===== src/hw/rtl/thcp_pkg.sv =====
// ----------------------------------------------------------------------------
// thcp_pkg: shared constants and helpers for the tagged hex coordinate parser
// byte codes, register indexes, target codes, hex digit decode, mod-5 bump
// ----------------------------------------------------------------------------
`default_nettype none

package thcp_pkg;

  localparam int unsigned MSG_CAPACITY = 32;
  localparam int unsigned KEPT_BYTES   = 12;
  localparam int unsigned POS_W        = $clog2(MSG_CAPACITY + 1);

  localparam int unsigned BYTE_W  = 8;
  localparam int unsigned TAG_W   = 24;
  localparam int unsigned COORD_W = 12;
  localparam int unsigned COUNT_W = 3;
  localparam int unsigned TGT_W   = 2;
  localparam int unsigned CFG_IDX_W  = 2;
  localparam int unsigned OUT_DATA_W = 32;
  localparam int unsigned OUT_PAD_W  = OUT_DATA_W - 2 * COORD_W - COUNT_W;

  localparam logic [BYTE_W-1:0] CHAR_START = 8'h3A;
  localparam logic [BYTE_W-1:0] CHAR_END   = 8'h0A;

  localparam logic [TAG_W-1:0] CAR_TAG_RST        = 24'h435654;
  localparam logic [TAG_W-1:0] BALL_TAG_RST       = 24'h425244;
  localparam logic [TAG_W-1:0] SECOND_CAR_TAG_RST = 24'h435654;

  localparam logic [CFG_IDX_W-1:0] CFG_CAR_TAG        = 2'd0;
  localparam logic [CFG_IDX_W-1:0] CFG_BALL_TAG       = 2'd1;
  localparam logic [CFG_IDX_W-1:0] CFG_SECOND_CAR_TAG = 2'd2;

  localparam logic [TGT_W-1:0] TARGET_CAR        = 2'd0;
  localparam logic [TGT_W-1:0] TARGET_BALL       = 2'd1;
  localparam logic [TGT_W-1:0] TARGET_SECOND_CAR = 2'd2;

  typedef logic [BYTE_W-1:0] byte_t;

  // lowercase hex only, anything else reads as zero
  function automatic logic [3:0] hex_digit(input byte_t c);
    logic [3:0] d;
    d = 4'd0;
    if (c >= 8'h30 && c <= 8'h39) begin
      d = c[3:0];
    end else if (c >= 8'h61 && c <= 8'h66) begin
      d = 4'(c[3:0] + 4'd9);
    end
    return d;
  endfunction

  function automatic logic [COUNT_W-1:0] bump_mod5(input logic [COUNT_W-1:0] c);
    logic [COUNT_W-1:0] n;
    case (c)
      3'd0:    n = 3'd1;
      3'd1:    n = 3'd2;
      3'd2:    n = 3'd3;
      3'd3:    n = 3'd4;
      3'd4:    n = 3'd0;
      3'd5:    n = 3'd1;
      3'd6:    n = 3'd2;
      default: n = 3'd3;
    endcase
    return n;
  endfunction

endpackage

`default_nettype wire


===== src/hw/rtl/tagged_hex_coordinate_parser.sv =====
// ----------------------------------------------------------------------------
// tagged_hex_coordinate_parser
// parses ':'-framed tagged messages into object coordinates and update counts
// ----------------------------------------------------------------------------
// One received byte is taken per cycle, sustained while m_tready does not stall
// the output: an accepted byte lands in an input register, and
// the message buffer update, tag compare, hex decode and counter bump all
// happen in one pass into the output register. A '\n' byte produces a result
// word only when the first three buffered bytes match a tag (car first, then
// ball, then second car); m_tuser carries the target code and m_tdata the
// coordinates and the new modulo-5 count. Tags are written through the cfg
// port while the stream is idle; the user must ensure this, the block does not.
`default_nettype none

module tagged_hex_coordinate_parser (
  input  wire logic                              clk,
  input  wire logic                              rst,
  input  wire logic                              s_tvalid,
  output logic                                   s_tready,
  input  wire logic [thcp_pkg::BYTE_W-1:0]       s_tdata,   // [7:0] rx_byte
  output logic                                   m_tvalid,
  input  wire logic                              m_tready,
  output logic [thcp_pkg::OUT_DATA_W-1:0]        m_tdata,   // [11:0] coord_x,
                                                            // [23:12] coord_y,
                                                            // [26:24] update_count
  output logic [thcp_pkg::TGT_W-1:0]             m_tuser,   // [1:0] target
  input  wire logic                              cfg_we,
  input  wire logic [thcp_pkg::CFG_IDX_W-1:0]    cfg_index,
  input  wire logic [thcp_pkg::TAG_W-1:0]        cfg_data
);
  import thcp_pkg::*;

  logic [TAG_W-1:0]   car_tag, ball_tag, second_car_tag;

  logic               in_valid;
  byte_t              in_byte;

  logic               in_message;
  logic [POS_W-1:0]   write_pos;
  byte_t              msg_bytes [KEPT_BYTES];
  logic [COUNT_W-1:0] car_counter, ball_counter;

  logic               advance;
  logic [TAG_W-1:0]   head;
  logic               hit_car, hit_ball, hit_second;
  logic [COORD_W-1:0] x_dec, y_dec;
  logic [COUNT_W-1:0] new_count;

  assign advance  = in_valid && (!m_tvalid || m_tready);
  assign s_tready = !in_valid || advance;

  assign head = {msg_bytes[0], msg_bytes[1], msg_bytes[2]};
  assign hit_car    = (head == car_tag);
  assign hit_ball   = (head == ball_tag);
  assign hit_second = (head == second_car_tag);

  assign x_dec = {hex_digit(msg_bytes[6]), hex_digit(msg_bytes[7]),
                  hex_digit(msg_bytes[8])};
  assign y_dec = {hex_digit(msg_bytes[9]), hex_digit(msg_bytes[10]),
                  hex_digit(msg_bytes[11])};

  // ball only counts on its own when the car tag did not match first
  assign new_count = (hit_ball && !hit_car) ? bump_mod5(ball_counter)
                                            : bump_mod5(car_counter);

  always_ff @(posedge clk) begin
    if (rst) begin
      car_tag        <= CAR_TAG_RST;
      ball_tag       <= BALL_TAG_RST;
      second_car_tag <= SECOND_CAR_TAG_RST;
    end else if (cfg_we) begin
      unique case (cfg_index)
        CFG_CAR_TAG:        car_tag        <= cfg_data;
        CFG_BALL_TAG:       ball_tag       <= cfg_data;
        CFG_SECOND_CAR_TAG: second_car_tag <= cfg_data;
        default: ;
      endcase
    end
  end

  // input register
  always_ff @(posedge clk) begin
    if (rst) begin
      in_valid <= 1'b0;
    end else if (s_tready) begin
      in_valid <= s_tvalid;
    end
    if (s_tready && s_tvalid) begin
      in_byte <= s_tdata;
    end
  end

  // message state, counters and result register
  always_ff @(posedge clk) begin
    if (rst) begin
      in_message   <= 1'b0;
      write_pos    <= '0;
      car_counter  <= '0;
      ball_counter <= '0;
      m_tvalid     <= 1'b0;
      for (int i = 0; i < KEPT_BYTES; i++) begin
        msg_bytes[i] <= '0;
      end
    end else begin
      if (advance && in_byte == CHAR_END) begin
        m_tvalid <= hit_car || hit_ball || hit_second;
      end else if (m_tready) begin
        m_tvalid <= 1'b0;
      end
      if (advance) begin
        if (in_byte == CHAR_START) begin
          in_message <= 1'b1;
          write_pos  <= '0;
        end else if (in_byte != CHAR_END) begin
          if (in_message && write_pos < POS_W'(MSG_CAPACITY)) begin
            for (int i = 0; i < KEPT_BYTES; i++) begin
              if (write_pos == POS_W'(i)) begin
                msg_bytes[i] <= in_byte;
              end
            end
            write_pos <= write_pos + 1'b1;
          end
        end else begin
          in_message <= 1'b0;
          m_tdata    <= {{OUT_PAD_W{1'b0}}, new_count, y_dec, x_dec};
          // car wins over ball, ball over second car
          if (hit_car) begin
            car_counter <= bump_mod5(car_counter);
            m_tuser     <= TARGET_CAR;
          end else if (hit_ball) begin
            ball_counter <= bump_mod5(ball_counter);
            m_tuser      <= TARGET_BALL;
          end else if (hit_second) begin
            car_counter <= bump_mod5(car_counter);
            m_tuser     <= TARGET_SECOND_CAR;
          end
        end
      end
    end
  end

  a_pos_bound: assert property (@(posedge clk) disable iff (rst)
    write_pos <= POS_W'(MSG_CAPACITY))
    else $error("write position past capacity");

  a_counters_mod5: assert property (@(posedge clk) disable iff (rst)
    car_counter < 3'd5 && ball_counter < 3'd5)
    else $error("update counter left modulo-5 range");

  a_start_opens: assert property (@(posedge clk) disable iff (rst)
    advance && in_byte == CHAR_START |=> in_message && write_pos == '0)
    else $error("start byte did not open a message");

  a_ball_count: assert property (@(posedge clk) disable iff (rst)
    m_tvalid && m_tuser == TARGET_BALL |-> m_tdata[2*COORD_W +: COUNT_W] == ball_counter)
    else $error("ball result count differs from ball counter");

  a_car_count: assert property (@(posedge clk) disable iff (rst)
    m_tvalid && (m_tuser == TARGET_CAR || m_tuser == TARGET_SECOND_CAR)
    |-> m_tdata[2*COORD_W +: COUNT_W] == car_counter)
    else $error("car result count differs from car counter");

  a_stall_holds_input: assert property (@(posedge clk) disable iff (rst)
    !s_tready |-> in_valid && m_tvalid)
    else $error("input stalled with nothing pending");

endmodule

`default_nettype wire

===== config.mk =====
export PLATFORM = sky130hd
export DESIGN_NAME = tagged_hex_coordinate_parser
export DESIGN_NICKNAME = d
export VERILOG_FILES = /design/src/hw/rtl/thcp_pkg.sv /design/src/hw/rtl/tagged_hex_coordinate_parser.sv
export SDC_FILE = /design/constraint.sdc
export NUM_CORES = 1
export LEC_CHECK = 0
export ABC_AREA = 1
export BUFFER_PORTS_ARGS = -buffer_cell sky130_fd_sc_hd__buf_2
export CORE_UTILIZATION = 65
export DETAILED_ROUTE_END_ITERATION = 8
export PLACE_DENSITY = 0.86
export SLEW_MARGIN = 20
export SYNTH_ARGS = -nofsm -noshare
export SYNTH_HDL_FRONTEND = slang
export SYNTH_SLANG_ARGS = --single-unit

===== constraint.sdc =====
create_clock -name clk -period 5.8 [get_ports clk]
set_input_delay 1.16 -clock clk [delete_from_list [all_inputs] [get_ports clk]]
set_output_delay 1.16 -clock clk [all_outputs]
set_load 0.005 [all_outputs]

==> results.py <==
metrics = {
    "power": {
        "seqPwrFrac": 0.522,
        "combPwrFrac": 0.068,
        "leakagePower_nw": 4.39,
        "power_density_nw_per_um2": 287,
        "ir_worst_vdd_mv": 0.278,
        "power_frac_clock": 0.410,
        "finalPower_mw": 2.97,
        "internal-power_mw": 2.28,
        "p_switching_mw": 0.688,
        "switching_share": 0.232,
    },
    "logic_synthesis": {
        "synth-seq-area-share": 0.543,
        "syn_inst": 1096,
        "synth.distinct_cells": 37,
        "synthMuxAreaShare": 0,
        "avgSynthCellArea_sq_um": 8.43,
        "synth_warnings": 0,
        "synth-simple-area-share": 0.225,
        "synth_compound_area_frac": 0.101,
        "synth_seq_cells": 196,
        "synth_xor_area_frac": 0.0227,
        "synth_area_sq_um": 9240,
        "synth-adder-area-share": 0.0298,
        "synth_top_family_by_area": "simple AND/OR/NAND/NOR gates",
    },
    "timing": {
        "period_needed_ns": 3.05,
        "max_freq_ghz": 0.328,
        "hold-worst-slack_ns": 0.467,
        "grt_setup_unrepaired": "no",
        "finalHoldViolCount": 0,
        "fin_skew_ns": 0.0106,
        "post-route-period-util": 0.526,
        "tns_ns": 0,
        "maxSlewHeadroom": 0.305,
        "finalSetupViolCount": 0,
        "fin_ws_ns": 2.75,
        "worstMarginPinSlew_ns": 1.04,
        "finalMaxSlewViolations": 0,
    },
    "worst_setup_path": {
        "reg2reg_slack_ns": 3.71,
        "worstPathArrival_ns": 3.34,
        "critPathLaunchType": "input pin",
        "crit_type": "in -> reg",
        "crit_path_end_kind": "flip-flop",
        "regToRegStartpoint": "in_byte[1]",
        "critPathMaxFanout": 35,
        "reg2reg_depth": 7,
        "r2r-end": "msg_bytes[2][21]",
        "required_ns": 6.09,
    },
    "routing": {
        "route.detailed.wl_per_inst_um": 14.5,
        "via_count": 7386,
        "drtPass1Iterations": 5,
        "vias_per_cell": 5.44,
        "drt_wl_total_mm": 19.7,
        "ant_nets": 0,
        "drt_iter0_drc": 637,
        "drcViolationCount": 0,
    },
    "floorplan": {
        "die_x_um": 121,
        "placementRows": 43,
        "start_util": 0.666,
        "die_area_sq_um": 14700,
        "coreArea_sq_um": 13900,
        "num_io_pins": 75,
        "die_h_um": 121,
    },
    "global_routing": {
        "antenna_found_initial": 0,
        "grt_pass1_wl_mm": 31.7,
        "overflow": 0,
        "grt_usage": 0.284,
        "grt_pass1_vias": 6928,
        "grt_max_degree": 64,
    },
    "worst_hold_path": {
        "hold_path.startpoint": "ball_tag[23]",
        "holdPathEnd": "ball_tag[23]",
        "hold_depth": 2,
        "hold_class": "reg -> reg",
    },
    "place": {
        "dp_worst_setup_slack_ns": 2.37,
        "io_buffers": 69,
        "dp.cells": 1325,
        "gp_congestion": 0.826,
        "dp_hpwl_mm": 13.5,
    },
    "layout": {
        "num-nets-final": 1225,
        "instances_no_fill": 1357,
        "antenna_cells": 0,
        "mostFrequentLayoutCells": "289 x nand2_1, 136 x inv_1, 136 x nor2_1",
        "drive_gt1_frac": 0.120,
        "syn_to_final_growth_pct": 12.0,
        "mostFrequentLayoutCell": "nand2_1",
    },
    "clocking": {
        "worst_skew_pair.late_latency_ns": 0.45,
        "postCtsSetupRepairBufs": 0,
        "cts-resized-gates": 0,
        "clk_pin_slew_ns": 0.07,
        "clockBufferDepth": 2,
        "root_buffer": "clkbuf_16",
        "clock_sinks": 196,
        "cts_max_level": 4,
        "cts.hold.buffers_added": 0,
        "cts_buffers": 17,
        "cts_tree": "done",
    },
    "status": {
        "status": "completed",
    },
    "run": {
        "drv_cap": 0,
    },
}
[power groups by stage]
stage	clock, mW	combinational [mW]	sequential (mW)
2_1_floorplan	0	0.144	1.57
3_3_place_gp	0	0.190	1.58
3_5_place_dp	0	0.198	1.58
4_1_cts	1.22	0.201	1.55
5_1_grt	1.27	0.229	1.55
6_report	1.22	0.203	1.55
[worst max-delay path by stage]
stage / startpoint / to / slack [ns]
after global routing: cfg_index[0] / ball_tag[19] / 2.51
after detailed placement: cfg_index[0] / ball_tag[10] / 2.37
after floorplan: m_tready / m_tuser[0] / 2.40
after global placement: cfg_index[0] / ball_tag[15] / 2.53
final: cfg_index[0] / ball_tag[19] / 2.75
after CTS: cfg_index[0] / ball_tag[19] / 2.74
[logic make-up (layout without fill, tap and decap cells)]
| logic type | Yosys count | after routing |
|---|---|---|
| other | 1 | 5 |
| adder cells (fa/ha/maj) | 22 | 22 |
| AO/OA/AOI/OAI | 168 | 168 |
| XOR/XNOR | 24 | 24 |
| flip-flops | 196 | 196 |
| AND/OR/NAND/NOR | 499 | 499 |
| buffers and inverters | 186 | 263 |
[state kept, by name, summed over array words and instances (netlist names)]
register and flops:
msg_bytes 72, ball_tag 24, m_tuser 2, ball_counter 3
m_tdata 27, m_tvalid 1, in_byte 8, in_message 1
write_pos 6, car_counter 3, second_car_tag 24, in_valid 1
car_tag 24
[through the flow]
step                 util  cell area [sq um]
finish              0.745              10300
global route        0.745              10300
CTS                 0.745              10300
detailed placement  0.701               9730
global placement    0.701               9730
floorplan               -               9260
[final cells by class]
class / instances / area (sq um)
inverters: 158 / 593
fillers: 975 / 3540
well taps: 180 / 225
clock buffers: 20 / 457
flip-flops and latches: 196 / 5010
clock inverters: 12 / 151
repair buffers: 73 / 375
multi-input cells: 718 / 3530
[routing by layer]
metal	vias up	global-route usage	share of wire
met5	-	0	0
met4	0	0.144	0.033
met3	48	0.0564	0.063
met2	261	0.481	0.50
met1	3403	0.345	0.41
li1	3674	-	-
[cells in the mapped netlist, drive strengths merged]
library cell / number / area (sq um)
edfxtp: 109 / 3270
dfxtp: 87 / 1740
ha: 22 / 275
o21bai: 1 / 7.51
o311a: 1 / 10.0
nand2: 292 / 1110
o211ai: 18 / 135
nor2: 145 / 584
nor3b: 2 / 15.0
nor4b: 4 / 35.0
a2111o: 4 / 45.0
nand4: 9 / 56.3
clkbuf: 19 / 71.3
conb: 1 / 3.75
xnor2: 9 / 78.8
buf: 9 / 60.1
o21ai: 85 / 425
nand3: 34 / 200
nor3: 8 / 45.0
o31ai: 1 / 7.51
xor2: 15 / 131
a31oi: 1 / 6.26
clkinv: 1 / 3.75
inv: 157 / 589
a21oi: 51 / 255
o22ai: 6 / 37.5
nand3b: 5 / 37.5
[worst max-delay path, cell delays in order]
cell     delay [ns]
buf_2          0.10
inv_1          0.06
nor3_2         0.76
inv_1          0.76
o21ai_0        0.41
a21oi_1        0.08
Note: power is estimated with default switching activity, not from simulation.
